[src/arlm_pkg.sv]
package arlm_pkg;

   localparam int SAMPLE_W    = 32;
   localparam int LEVEL_W     = 16;
   localparam int FMT_W       = 2;
   localparam int MAG_W       = 24;
   localparam int SQ_W        = 2 * MAG_W;
   localparam int SUM_W       = 64;
   localparam int CNT_W       = 16;
   localparam int MAX_SAMPLES = 32768;

   // Divider and square root sizes.
   localparam int DIV_STEPS   = SUM_W;
   localparam int MEAN_W      = 47;
   localparam int SCALED_W    = MEAN_W + 3;
   localparam int RAD_W       = SCALED_W - 14;
   localparam int SQRT_STEPS  = RAD_W / 2;
   localparam int ROOT_W      = SQRT_STEPS;
   localparam int SREM_W      = ROOT_W + 1;
   localparam int STEP_W      = $clog2(DIV_STEPS);

   localparam logic [MAG_W-1:0] Q23_FULL = MAG_W'(24'h80_0000);

   // Sample format codes.
   localparam logic [FMT_W-1:0] FMT_FLOAT32 = 2'd0;
   localparam logic [FMT_W-1:0] FMT_INT16   = 2'd1;
   localparam logic [FMT_W-1:0] FMT_INT32   = 2'd2;
   localparam logic [FMT_W-1:0] FMT_NONE    = 2'd3;

   typedef struct packed {
      logic accept;
      logic mul;
      logic div_load;
      logic div_step;
      logic scale;
      logic sqrt_step;
      logic out_load;
   } cmd_type;

   typedef struct packed {
      logic last;
      logic zero;
      logic out_free;
   } status_type;

endpackage

[src/arlm_ifs.sv]
interface arlm_req_if;
   logic                          valid;
   logic                          ready;
   logic [arlm_pkg::SAMPLE_W-1:0] sample;
   logic                          silent;
   logic                          last;

   modport source (output valid, output sample, output silent, output last, input ready);
   modport sink   (input valid, input sample, input silent, input last, output ready);
endinterface

interface arlm_rsp_if;
   logic                         valid;
   logic                         ready;
   logic [arlm_pkg::LEVEL_W-1:0] level;

   modport source (output valid, output level, input ready);
   modport sink   (input valid, input level, output ready);
endinterface

interface arlm_csr_if;
   logic                       valid;
   logic                       ready;
   logic [arlm_pkg::FMT_W-1:0] data;

   modport source (output valid, output data, input ready);
   modport sink   (input valid, input data, output ready);
endinterface

[src/arlm_ctrl.sv]
module arlm_ctrl (
   input  logic                 clock,
   input  logic                 reset,
   input  logic                 req_valid,
   output logic                 req_ready,
   input  arlm_pkg::status_type status,
   output arlm_pkg::cmd_type    cmd
);

   localparam logic [2:0] ST_IDLE  = 3'd0;
   localparam logic [2:0] ST_MUL   = 3'd1;
   localparam logic [2:0] ST_FLUSH = 3'd2;
   localparam logic [2:0] ST_LOAD  = 3'd3;
   localparam logic [2:0] ST_DIV   = 3'd4;
   localparam logic [2:0] ST_SCALE = 3'd5;
   localparam logic [2:0] ST_SQRT  = 3'd6;
   localparam logic [2:0] ST_OUT   = 3'd7;

   localparam logic [arlm_pkg::STEP_W-1:0] DIV_LAST  =
      arlm_pkg::STEP_W'(arlm_pkg::DIV_STEPS - 1);
   localparam logic [arlm_pkg::STEP_W-1:0] SQRT_LAST =
      arlm_pkg::STEP_W'(arlm_pkg::SQRT_STEPS - 1);

   logic [2:0]                  state_ff, state_in;
   logic [arlm_pkg::STEP_W-1:0] step_ff, step_in;

   assign req_ready = (state_ff == ST_IDLE);

   always_comb begin
      state_in = state_ff;
      step_in  = step_ff;
      cmd      = '0;
      case (state_ff)
         ST_IDLE: begin
            if (req_valid) begin
               cmd.accept = 1'b1;
               state_in   = ST_MUL;
            end
         end
         ST_MUL: begin
            cmd.mul  = 1'b1;
            state_in = status.last ? ST_FLUSH : ST_IDLE;
         end
         ST_FLUSH: begin
            state_in = ST_LOAD;
         end
         ST_LOAD: begin
            cmd.div_load = 1'b1;
            step_in      = '0;
            state_in     = status.zero ? ST_OUT : ST_DIV;
         end
         ST_DIV: begin
            cmd.div_step = 1'b1;
            step_in      = step_ff + 1'b1;
            if (step_ff == DIV_LAST) begin
               state_in = ST_SCALE;
            end
         end
         ST_SCALE: begin
            cmd.scale = 1'b1;
            step_in   = '0;
            state_in  = ST_SQRT;
         end
         ST_SQRT: begin
            cmd.sqrt_step = 1'b1;
            step_in       = step_ff + 1'b1;
            if (step_ff == SQRT_LAST) begin
               state_in = ST_OUT;
            end
         end
         ST_OUT: begin
            if (status.out_free) begin
               cmd.out_load = 1'b1;
               state_in     = ST_IDLE;
            end
         end
         default: begin
            state_in = ST_IDLE;
         end
      endcase
   end

   always_ff @(posedge clock) begin
      if (reset) begin
         state_ff <= ST_IDLE;
         step_ff  <= '0;
      end else begin
         state_ff <= state_in;
         step_ff  <= step_in;
      end
   end

endmodule

[src/arlm_datapath.sv]
module arlm_datapath (
   input  logic                 clock,
   input  logic                 reset,
   arlm_req_if.sink             req_if,
   arlm_rsp_if.source           rsp_if,
   arlm_csr_if.sink             csr_if,
   input  arlm_pkg::cmd_type    cmd,
   output arlm_pkg::status_type status
);

   logic [arlm_pkg::FMT_W-1:0]    fmt_ff;
   logic [arlm_pkg::MAG_W-1:0]    mag_ff, mag_in;
   logic [arlm_pkg::SQ_W-1:0]     sq_ff;
   logic                          sq_vld_ff;
   logic [arlm_pkg::SUM_W-1:0]    sum_ff;
   logic [arlm_pkg::CNT_W-1:0]    count_ff, count_in;
   logic                          silent_ff;
   logic                          last_ff;
   logic                          zero_ff;
   logic [arlm_pkg::SUM_W-1:0]    quo_ff;
   logic [arlm_pkg::CNT_W-1:0]    rem_ff;
   logic [arlm_pkg::RAD_W-1:0]    rad_ff;
   logic [arlm_pkg::ROOT_W-1:0]   root_ff;
   logic [arlm_pkg::SREM_W-1:0]   srem_ff;
   logic                          rsp_valid_ff;
   logic [arlm_pkg::LEVEL_W-1:0]  level_ff;

   logic [7:0]                    f_ex;
   logic [7:0]                    f_sh;
   logic [16:0]                   i16_mag;
   logic [32:0]                   i32_neg;
   logic [32:0]                   i32_rnd;
   logic                          include_sample;
   logic [arlm_pkg::CNT_W:0]      div_trial;
   logic [arlm_pkg::CNT_W:0]      div_diff;
   logic                          div_bit;
   logic [arlm_pkg::SCALED_W-1:0] scaled;
   logic [arlm_pkg::SREM_W+1:0]   sq_part;
   logic [arlm_pkg::SREM_W+1:0]   sq_trial;
   logic                          sq_bit;
   logic [arlm_pkg::LEVEL_W-1:0]  level_sat;

   assign csr_if.ready = 1'b1;

   // Sample word to magnitude in Q1.23.
   always_comb begin
      f_ex    = req_if.sample[30:23];
      f_sh    = 8'd127 - f_ex;
      i16_mag = req_if.sample[15] ? (17'h1_0000 - {1'b0, req_if.sample[15:0]})
                                  : {1'b0, req_if.sample[15:0]};
      i32_neg = 33'h1_0000_0000 - {1'b0, req_if.sample};
      i32_rnd = i32_neg + 33'd255;
      case (fmt_ff)
         arlm_pkg::FMT_FLOAT32: begin
            if (f_ex == 8'hFF) begin
               mag_in = (req_if.sample[22:0] != '0) ? '0 : arlm_pkg::Q23_FULL;
            end else if (f_ex >= 8'd127) begin
               mag_in = arlm_pkg::Q23_FULL;
            end else if (f_ex == 8'd0 || f_sh > 8'd24) begin
               mag_in = '0;
            end else begin
               mag_in = {1'b1, req_if.sample[22:0]} >> f_sh[4:0];
            end
         end
         arlm_pkg::FMT_INT16: begin
            mag_in = {i16_mag[15:0], 8'h00};
         end
         arlm_pkg::FMT_INT32: begin
            mag_in = req_if.sample[31] ? i32_rnd[31:8] : req_if.sample[31:8];
         end
         default: begin
            mag_in = '0;
         end
      endcase
   end

   assign include_sample = (count_ff < arlm_pkg::CNT_W'(arlm_pkg::MAX_SAMPLES));
   assign count_in       = include_sample ? count_ff + 1'b1 : count_ff;

   // Restoring division, one quotient bit per step.
   assign div_trial = {rem_ff, quo_ff[arlm_pkg::SUM_W-1]};
   assign div_diff  = div_trial - {1'b0, count_ff};
   assign div_bit   = (div_trial >= {1'b0, count_ff});

   // mean * 9 as a shift and add.
   assign scaled = {quo_ff[arlm_pkg::MEAN_W-1:0], 3'b000} +
                   arlm_pkg::SCALED_W'(quo_ff[arlm_pkg::MEAN_W-1:0]);

   // Digit recurrence square root, two radicand bits per step.
   assign sq_part  = {srem_ff, rad_ff[arlm_pkg::RAD_W-1 -: 2]};
   assign sq_trial = {1'b0, root_ff, 2'b01};
   assign sq_bit   = (sq_part >= sq_trial);

   assign level_sat = (root_ff > arlm_pkg::ROOT_W'(16'hFFFF)) ? 16'hFFFF
                                                              : root_ff[15:0];

   always_ff @(posedge clock) begin
      if (reset) begin
         fmt_ff       <= arlm_pkg::FMT_INT16;
         sq_vld_ff    <= 1'b0;
         sum_ff       <= '0;
         count_ff     <= '0;
         silent_ff    <= 1'b0;
         last_ff      <= 1'b0;
         zero_ff      <= 1'b0;
         rsp_valid_ff <= 1'b0;
      end else begin
         if (csr_if.valid) begin
            fmt_ff <= csr_if.data;
         end
         sq_vld_ff <= cmd.mul;
         if (cmd.out_load) begin
            sum_ff    <= '0;
            count_ff  <= '0;
            silent_ff <= 1'b0;
         end else begin
            if (sq_vld_ff) begin
               sum_ff <= sum_ff + arlm_pkg::SUM_W'(sq_ff);
            end
            if (cmd.accept) begin
               count_ff  <= count_in;
               silent_ff <= silent_ff | req_if.silent;
               last_ff   <= req_if.last;
               zero_ff   <= silent_ff | req_if.silent | (fmt_ff == arlm_pkg::FMT_NONE) |
                            (count_in == '0);
            end
         end
         if (cmd.out_load) begin
            rsp_valid_ff <= 1'b1;
         end else if (rsp_if.ready) begin
            rsp_valid_ff <= 1'b0;
         end
      end
   end

   always_ff @(posedge clock) begin
      if (cmd.accept) begin
         mag_ff <= include_sample ? mag_in : '0;
      end
      if (cmd.mul) begin
         sq_ff <= mag_ff * mag_ff;
      end
      if (cmd.div_load) begin
         quo_ff <= sum_ff;
         rem_ff <= '0;
      end else if (cmd.div_step) begin
         quo_ff <= {quo_ff[arlm_pkg::SUM_W-2:0], div_bit};
         rem_ff <= div_bit ? div_diff[arlm_pkg::CNT_W-1:0] : div_trial[arlm_pkg::CNT_W-1:0];
      end
      if (cmd.scale) begin
         rad_ff  <= scaled[arlm_pkg::SCALED_W-1:14];
         root_ff <= '0;
         srem_ff <= '0;
      end else if (cmd.sqrt_step) begin
         rad_ff  <= {rad_ff[arlm_pkg::RAD_W-3:0], 2'b00};
         root_ff <= {root_ff[arlm_pkg::ROOT_W-2:0], sq_bit};
         srem_ff <= sq_bit ? arlm_pkg::SREM_W'(sq_part - sq_trial)
                           : arlm_pkg::SREM_W'(sq_part);
      end
      if (cmd.out_load) begin
         level_ff <= zero_ff ? '0 : level_sat;
      end
   end

   assign status.last     = last_ff;
   assign status.zero     = zero_ff;
   assign status.out_free = !rsp_valid_ff || rsp_if.ready;

   assign rsp_if.valid = rsp_valid_ff;
   assign rsp_if.level = level_ff;

endmodule

[src/audio_rms_level_meter_unit.sv]
// A sample that does not end a packet is converted, then squared, before the next is accepted.
// A beat marked last then runs the divider and square root to its result beat: 64 divider steps
// for the mean and 18 square root steps; a zero level (silent, unsupported format) skips both.
// Reset is synchronous and active high: it clears the sum, count, silent mark and output valid,
// and sets the sample format to signed 16-bit.
module audio_rms_level_meter_unit (
   input  logic       clock,
   input  logic       reset,
   arlm_req_if.sink   req_if,
   arlm_rsp_if.source rsp_if,
   arlm_csr_if.sink   csr_if
);

   // The controller sequences one sample at a time. A sample beat is converted to a Q1.23
   // magnitude on acceptance, squared in the next cycle, and the square is accumulated in the
   // cycle after that, which overlaps the acceptance of the next sample.
   arlm_pkg::cmd_type    cmd;
   arlm_pkg::status_type status;
   logic                 ctrl_ready;

   // The input is ready only while the controller waits for a sample.
   assign req_if.ready = ctrl_ready;

   arlm_ctrl u_ctrl (
      .clock     (clock),
      .reset     (reset),
      .req_valid (req_if.valid),
      .req_ready (ctrl_ready),
      .status    (status),
      .cmd       (cmd)
   );

   // The datapath holds the format register, the accumulator, the divider and square
   // root registers, and an output register so that a finished level can wait for the sink
   // while the next packet is already accepted.
   arlm_datapath u_datapath (
      .clock  (clock),
      .reset  (reset),
      .req_if (req_if),
      .rsp_if (rsp_if),
      .csr_if (csr_if),
      .cmd    (cmd),
      .status (status)
   );

endmodule
[src/flat_wrapper.sv]
// flat-port wrapper written by rule: the top's interface ports become plain ports
module audio_rms_level_meter_unit_flat 
  (clock, reset, req_if_valid, req_if_sample, req_if_silent, req_if_last, req_if_ready, rsp_if_valid, rsp_if_level, rsp_if_ready, csr_if_valid, csr_if_data, csr_if_ready);
  arlm_req_if req_if_i ();
  arlm_rsp_if rsp_if_i ();
  arlm_csr_if csr_if_i ();
  input  logic clock;
  input  logic reset;
  input wire logic [$bits(req_if_i.valid)-1:0] req_if_valid;
  input wire logic [$bits(req_if_i.sample)-1:0] req_if_sample;
  input wire logic [$bits(req_if_i.silent)-1:0] req_if_silent;
  input wire logic [$bits(req_if_i.last)-1:0] req_if_last;
  output wire logic [$bits(req_if_i.ready)-1:0] req_if_ready;
  output wire logic [$bits(rsp_if_i.valid)-1:0] rsp_if_valid;
  output wire logic [$bits(rsp_if_i.level)-1:0] rsp_if_level;
  input wire logic [$bits(rsp_if_i.ready)-1:0] rsp_if_ready;
  input wire logic [$bits(csr_if_i.valid)-1:0] csr_if_valid;
  input wire logic [$bits(csr_if_i.data)-1:0] csr_if_data;
  output wire logic [$bits(csr_if_i.ready)-1:0] csr_if_ready;
  assign req_if_i.valid = req_if_valid;
  assign req_if_i.sample = req_if_sample;
  assign req_if_i.silent = req_if_silent;
  assign req_if_i.last = req_if_last;
  assign req_if_ready = req_if_i.ready;
  assign rsp_if_valid = rsp_if_i.valid;
  assign rsp_if_level = rsp_if_i.level;
  assign rsp_if_i.ready = rsp_if_ready;
  assign csr_if_i.valid = csr_if_valid;
  assign csr_if_i.data = csr_if_data;
  assign csr_if_ready = csr_if_i.ready;
  audio_rms_level_meter_unit u_core (.clock(clock), .reset(reset), .req_if(req_if_i), .rsp_if(rsp_if_i), .csr_if(csr_if_i));
endmodule
[config.mk]
export PLATFORM = sky130hd
export DESIGN_NAME = audio_rms_level_meter_unit_flat
export DESIGN_NICKNAME = d
export VERILOG_FILES = /design/src/arlm_pkg.sv /design/src/arlm_ifs.sv /design/src/arlm_ctrl.sv /design/src/arlm_datapath.sv /design/src/audio_rms_level_meter_unit.sv /design/src/flat_wrapper.sv
export SDC_FILE = /design/constraint.sdc
export NUM_CORES = 2
export LEC_CHECK = 0
export ABC_AREA = 0
export BUFFER_PORTS_ARGS = -buffer_cell sky130_fd_sc_hd__buf_2
export CAP_MARGIN = 20
export CORE_MARGIN = 1.5
export CORE_UTILIZATION = 50
export DETAILED_ROUTE_END_ITERATION = 8
export PLACE_DENSITY = 0.64
export RECOVER_POWER = 50
export SYNTH_ARGS = -nofsm -noshare
export SYNTH_HDL_FRONTEND = slang
export SYNTH_SLANG_ARGS = --single-unit
[constraint.sdc]
create_clock -name clock -period 10.5 [get_ports clock]
set_clock_uncertainty 0.2 [all_clocks]
set_input_delay 1.05 -clock clock [delete_from_list [all_inputs] [get_ports clock]]
set_output_delay 1.05 -clock clock [all_outputs]
set_load 0.02 [all_outputs]
==> results.md <==
* First-pass GRT wire length at 144000 um
* CTS sink count at 336
* Remaining global-route overflow at 0
* Gpl congestion at 0.913
* Ys flop type: edfxtp_1
* Later-pin clock latency in the skew report at 580 ps
* Failing checks: capacitance limit, slew limit
* Slew margin rel. at -136%
* Setup TNS at 0 ps
* Final setup viols at 0
* Cts repair resizes at 0
* Worst path cell trace: nand2_1 -> fa_1 -> inv_1 -> fa_1 -> inv_1 -> fa_1 -> fa_1 -> inv_1 -> fa_1 -> fa_1 -> inv_1 -> fa_1 -> inv_1 -> ha_1 -> and3_1 -> and4_1 -> and4_1 -> a311oi_1 -> a211oi_1 -> o22a_1 -> a311oi_1 -> o21ai_0 -> a21oi_1 -> xnor2_1
* Core footprint at 0.0746 mm2
* Worst setup EP type: flip-flop
* RSZ-0062 raised after global routing: false
* CP Buf/Inv Count at 5
* Crit start category: flip-flop
* Worst path arrival time at 8570 ps
* Flop-to-flop setup slack at 2050 ps
* Critical-path top delay cell: edfxtp_1
* Critical path class: reg -> reg
* Num CTS Buffers at 41
* Fraction of layout cells with a size suffix above 1 at 5.61%
* Die height at 278 um
* Synth cell count leaders: inv_1, fa_1, nand2_1, ha_1, a21oi_1
* Worst Reg2Reg Path Length in Cells at 24
* Leading area contributor after synthesis: fa_1
* CP delay by family, top: adder cells
* Final Slew Violations at 266
* HPWL after DPL at 67400 um
* Util after Layout at 53.9%
* Origin of the critical flop-to-flop path: u_core.u_datapath.mag_ff[3]
* H-tree level count at 2
* Site Rows at 100
* NumNets Final at 4886
* Area delta synth->final at 6.53%
* Clk buf depth at 3
* ANT cells at 0
* Simple-Gate Fraction of Synth Area at 13.0%
* Max cap viols at 6
* Die Wd at 278 um
* Cts hold-fix bufs at 0
* Ranking of synthesized cells by area: fa_1, edfxtp_1, ha_1
* Mux cell area share after synthesis at 3.98%
* Number of detailed-route iterations in the first pass at 6
* Max Fanout on Critical Path at 25
* FFs w/ async S/R, synth at 0%
* Synth unique cells at 79
* Final Hold Fails at 0
* DIE AREA at 0.0771 mm2
* Most frequent cell after synthesis: inv_1
* Top cell by count, worst path: fa_1
* I/O Buffers at 58
* Gate Count Post-Synth at 4142
* Peak Freq at 118 MHz
* Mean Syn Cell Area at 9.10 um2
* Via count at 27600
* Vias in the first global route at 27600
* Post-synthesis compound-gate area fraction at 13.4%
* DR WL/cell at 17.0 um
* Synth Register Bits at 336
* Area share of fa/ha/maj cells after synthesis at 33.2%
* Synth top area share at 23.0%
* Root buf cell: clkbuf_16
* Starting Density at 50.6%
* Sequential element share of the synthesized area at 22.8%
* I/O pin total at 60
* DR vias/cell at 5.41
* Min Tclk post-route at 8450 ps
* Critical Path Stages at 24
* Final WL at 86700 um
* Hold crit path type: reg -> reg
* Worst R2R End: u_core.u_datapath.sq_ff[44]
* Post-synthesis xor/xnor area fraction at 5.13%
* Crit-path max cell delay at 1060 ps
* Final Cycle Share at 80.4%
* Synthesized cell area at 0.0377 mm2
* CTS tree: yes
* Critical path capture point: u_core.u_datapath.sq_ff[44]
* Residual DRC at 0
* Largest net degree at the start of global routing at 78
* Largest family of logic cells by synthesized area: adder cells
* DRT antenna net count at 0
* Initial antenna violation count at 0
* Ys Warns at 0
* Status: finished with violations
* Clock slew at reported path FFs at 60 ps
* Actual slew at the worst max-slew pin at 3530 ps
* DR iter-0 viols at 1834
* Final WS setup at 2050 ps
* EDFF count, synth at 187
* Post-CTS Setup Inserts at 0
* CP Launch Point: u_core.u_datapath.mag_ff[3]
* Gr usage total at 22.9%
* Syn_nets at 4922
* Pre-CTS setup slack at 2020 ps
* Hold path cells at 2
* CP required at 10630 ps
[metal layers]
| layer | vias to the layer above | wire, um | GRT usage [%] |
|---|---|---|---|
| met5 | - | 0 | 0 |
| li1 | 13700 | - | - |
| met4 | 0 | 2030 | 5.73 |
| met3 | 116 | 4730 | 3.51 |
| met1 | 13200 | 41900 | 33.4 |
| met2 | 674 | 38000 | 35.6 |
[final cells by class]
class | count | area [um2]
clock buffers | 53 | 1170
well taps | 969 | 1210
multi-input cells | 2950 | 25900
clock inverters | 23 | 218
fillers | 6894 | 34400
repair buffers | 88 | 478
inverters | 689 | 2590
flip-flops and latches | 336 | 8600
[registers in the layout (all words and copies together) (netlist names), 3 cells and up]
register	flops
u_core.u_datapath.mag_ff	24
u_core.u_datapath.quo_ff	64
u_core.u_ctrl.state_ff	3
u_core.u_datapath.srem_ff	19
u_core.u_datapath.rsp_if.level	16
u_core.u_datapath.sum_ff	64
u_core.u_datapath.count_ff	16
u_core.u_datapath.rem_ff	16
u_core.u_datapath.rad_ff	36
u_core.u_ctrl.step_ff	6
u_core.u_datapath.sq_ff	47
u_core.u_datapath.root_ff	18
[worst register-to-register path, cell delays in order (launching register included)]
cell and delay (ps):
edfxtp_1 1060, nand2_1 280, fa_1 590, inv_1 50
fa_1 520, inv_1 50, fa_1 470, fa_1 520
inv_1 50, fa_1 460, fa_1 540, inv_1 50
fa_1 520, inv_1 40, ha_1 340, and3_1 220
and4_1 240, and4_1 210, a311oi_1 330, a211oi_1 160
o22a_1 280, a311oi_1 520, o21ai_0 220, a21oi_1 220
xnor2_1 80
[metrics by stage]
stage,cells,instance area [um2],hold WS [ps]
floorplan,4142,37700,226
global placement,5031,38800,243
detailed placement,5031,38800,259
CTS,5107,40200,273
global route,5108,40200,277
finish,5108,40200,270
[worst min path at each step]
stage                                 start                           end
2_1_floorplan  u_core.u_datapath.rem_ff[15]  u_core.u_datapath.rem_ff[15]
3_3_place_gp   u_core.u_datapath.rem_ff[15]  u_core.u_datapath.rem_ff[15]
3_5_place_dp   u_core.u_datapath.rem_ff[15]  u_core.u_datapath.rem_ff[15]
4_1_cts        u_core.u_datapath.root_ff[6]  u_core.u_datapath.root_ff[7]
5_1_grt        u_core.u_datapath.root_ff[3]  u_core.u_datapath.root_ff[4]
6_report        u_core.u_datapath.silent_ff   u_core.u_datapath.silent_ff
[placed cells by master (no fill, tap or decap), types with 40 or more instances in the layout]
master     count
mux2_2        69
buf_2         40
clkbuf_16     42
o21ai_0      203
a21oi_1      246
edfxtp_1     187
ha_1         305
fa_1         434
nand2_1      404
inv_1        685
nand3_1       47
xnor2_1      156
a31oi_1       44
nor2_1       235
mux2i_1       70
xor2_1        65
dfxtp_1      148
and2_1       131
a21o_1        93
[cells by family (layout without fill, tap and decap cells)]
logic type	Yosys count	in the layout
DFF	336	336
buffers and inverters	856	853
adders and majority gates	739	739
AOI/OAI and AO/OA	808	808
muxes	140	140
other	1	1
xor gates and xnor gates	221	221
and+or+nand+nor	1041	1041
Power is not shown: default switching activity piles up to over one toggle a cycle in this logic, so the estimate is an artifact.
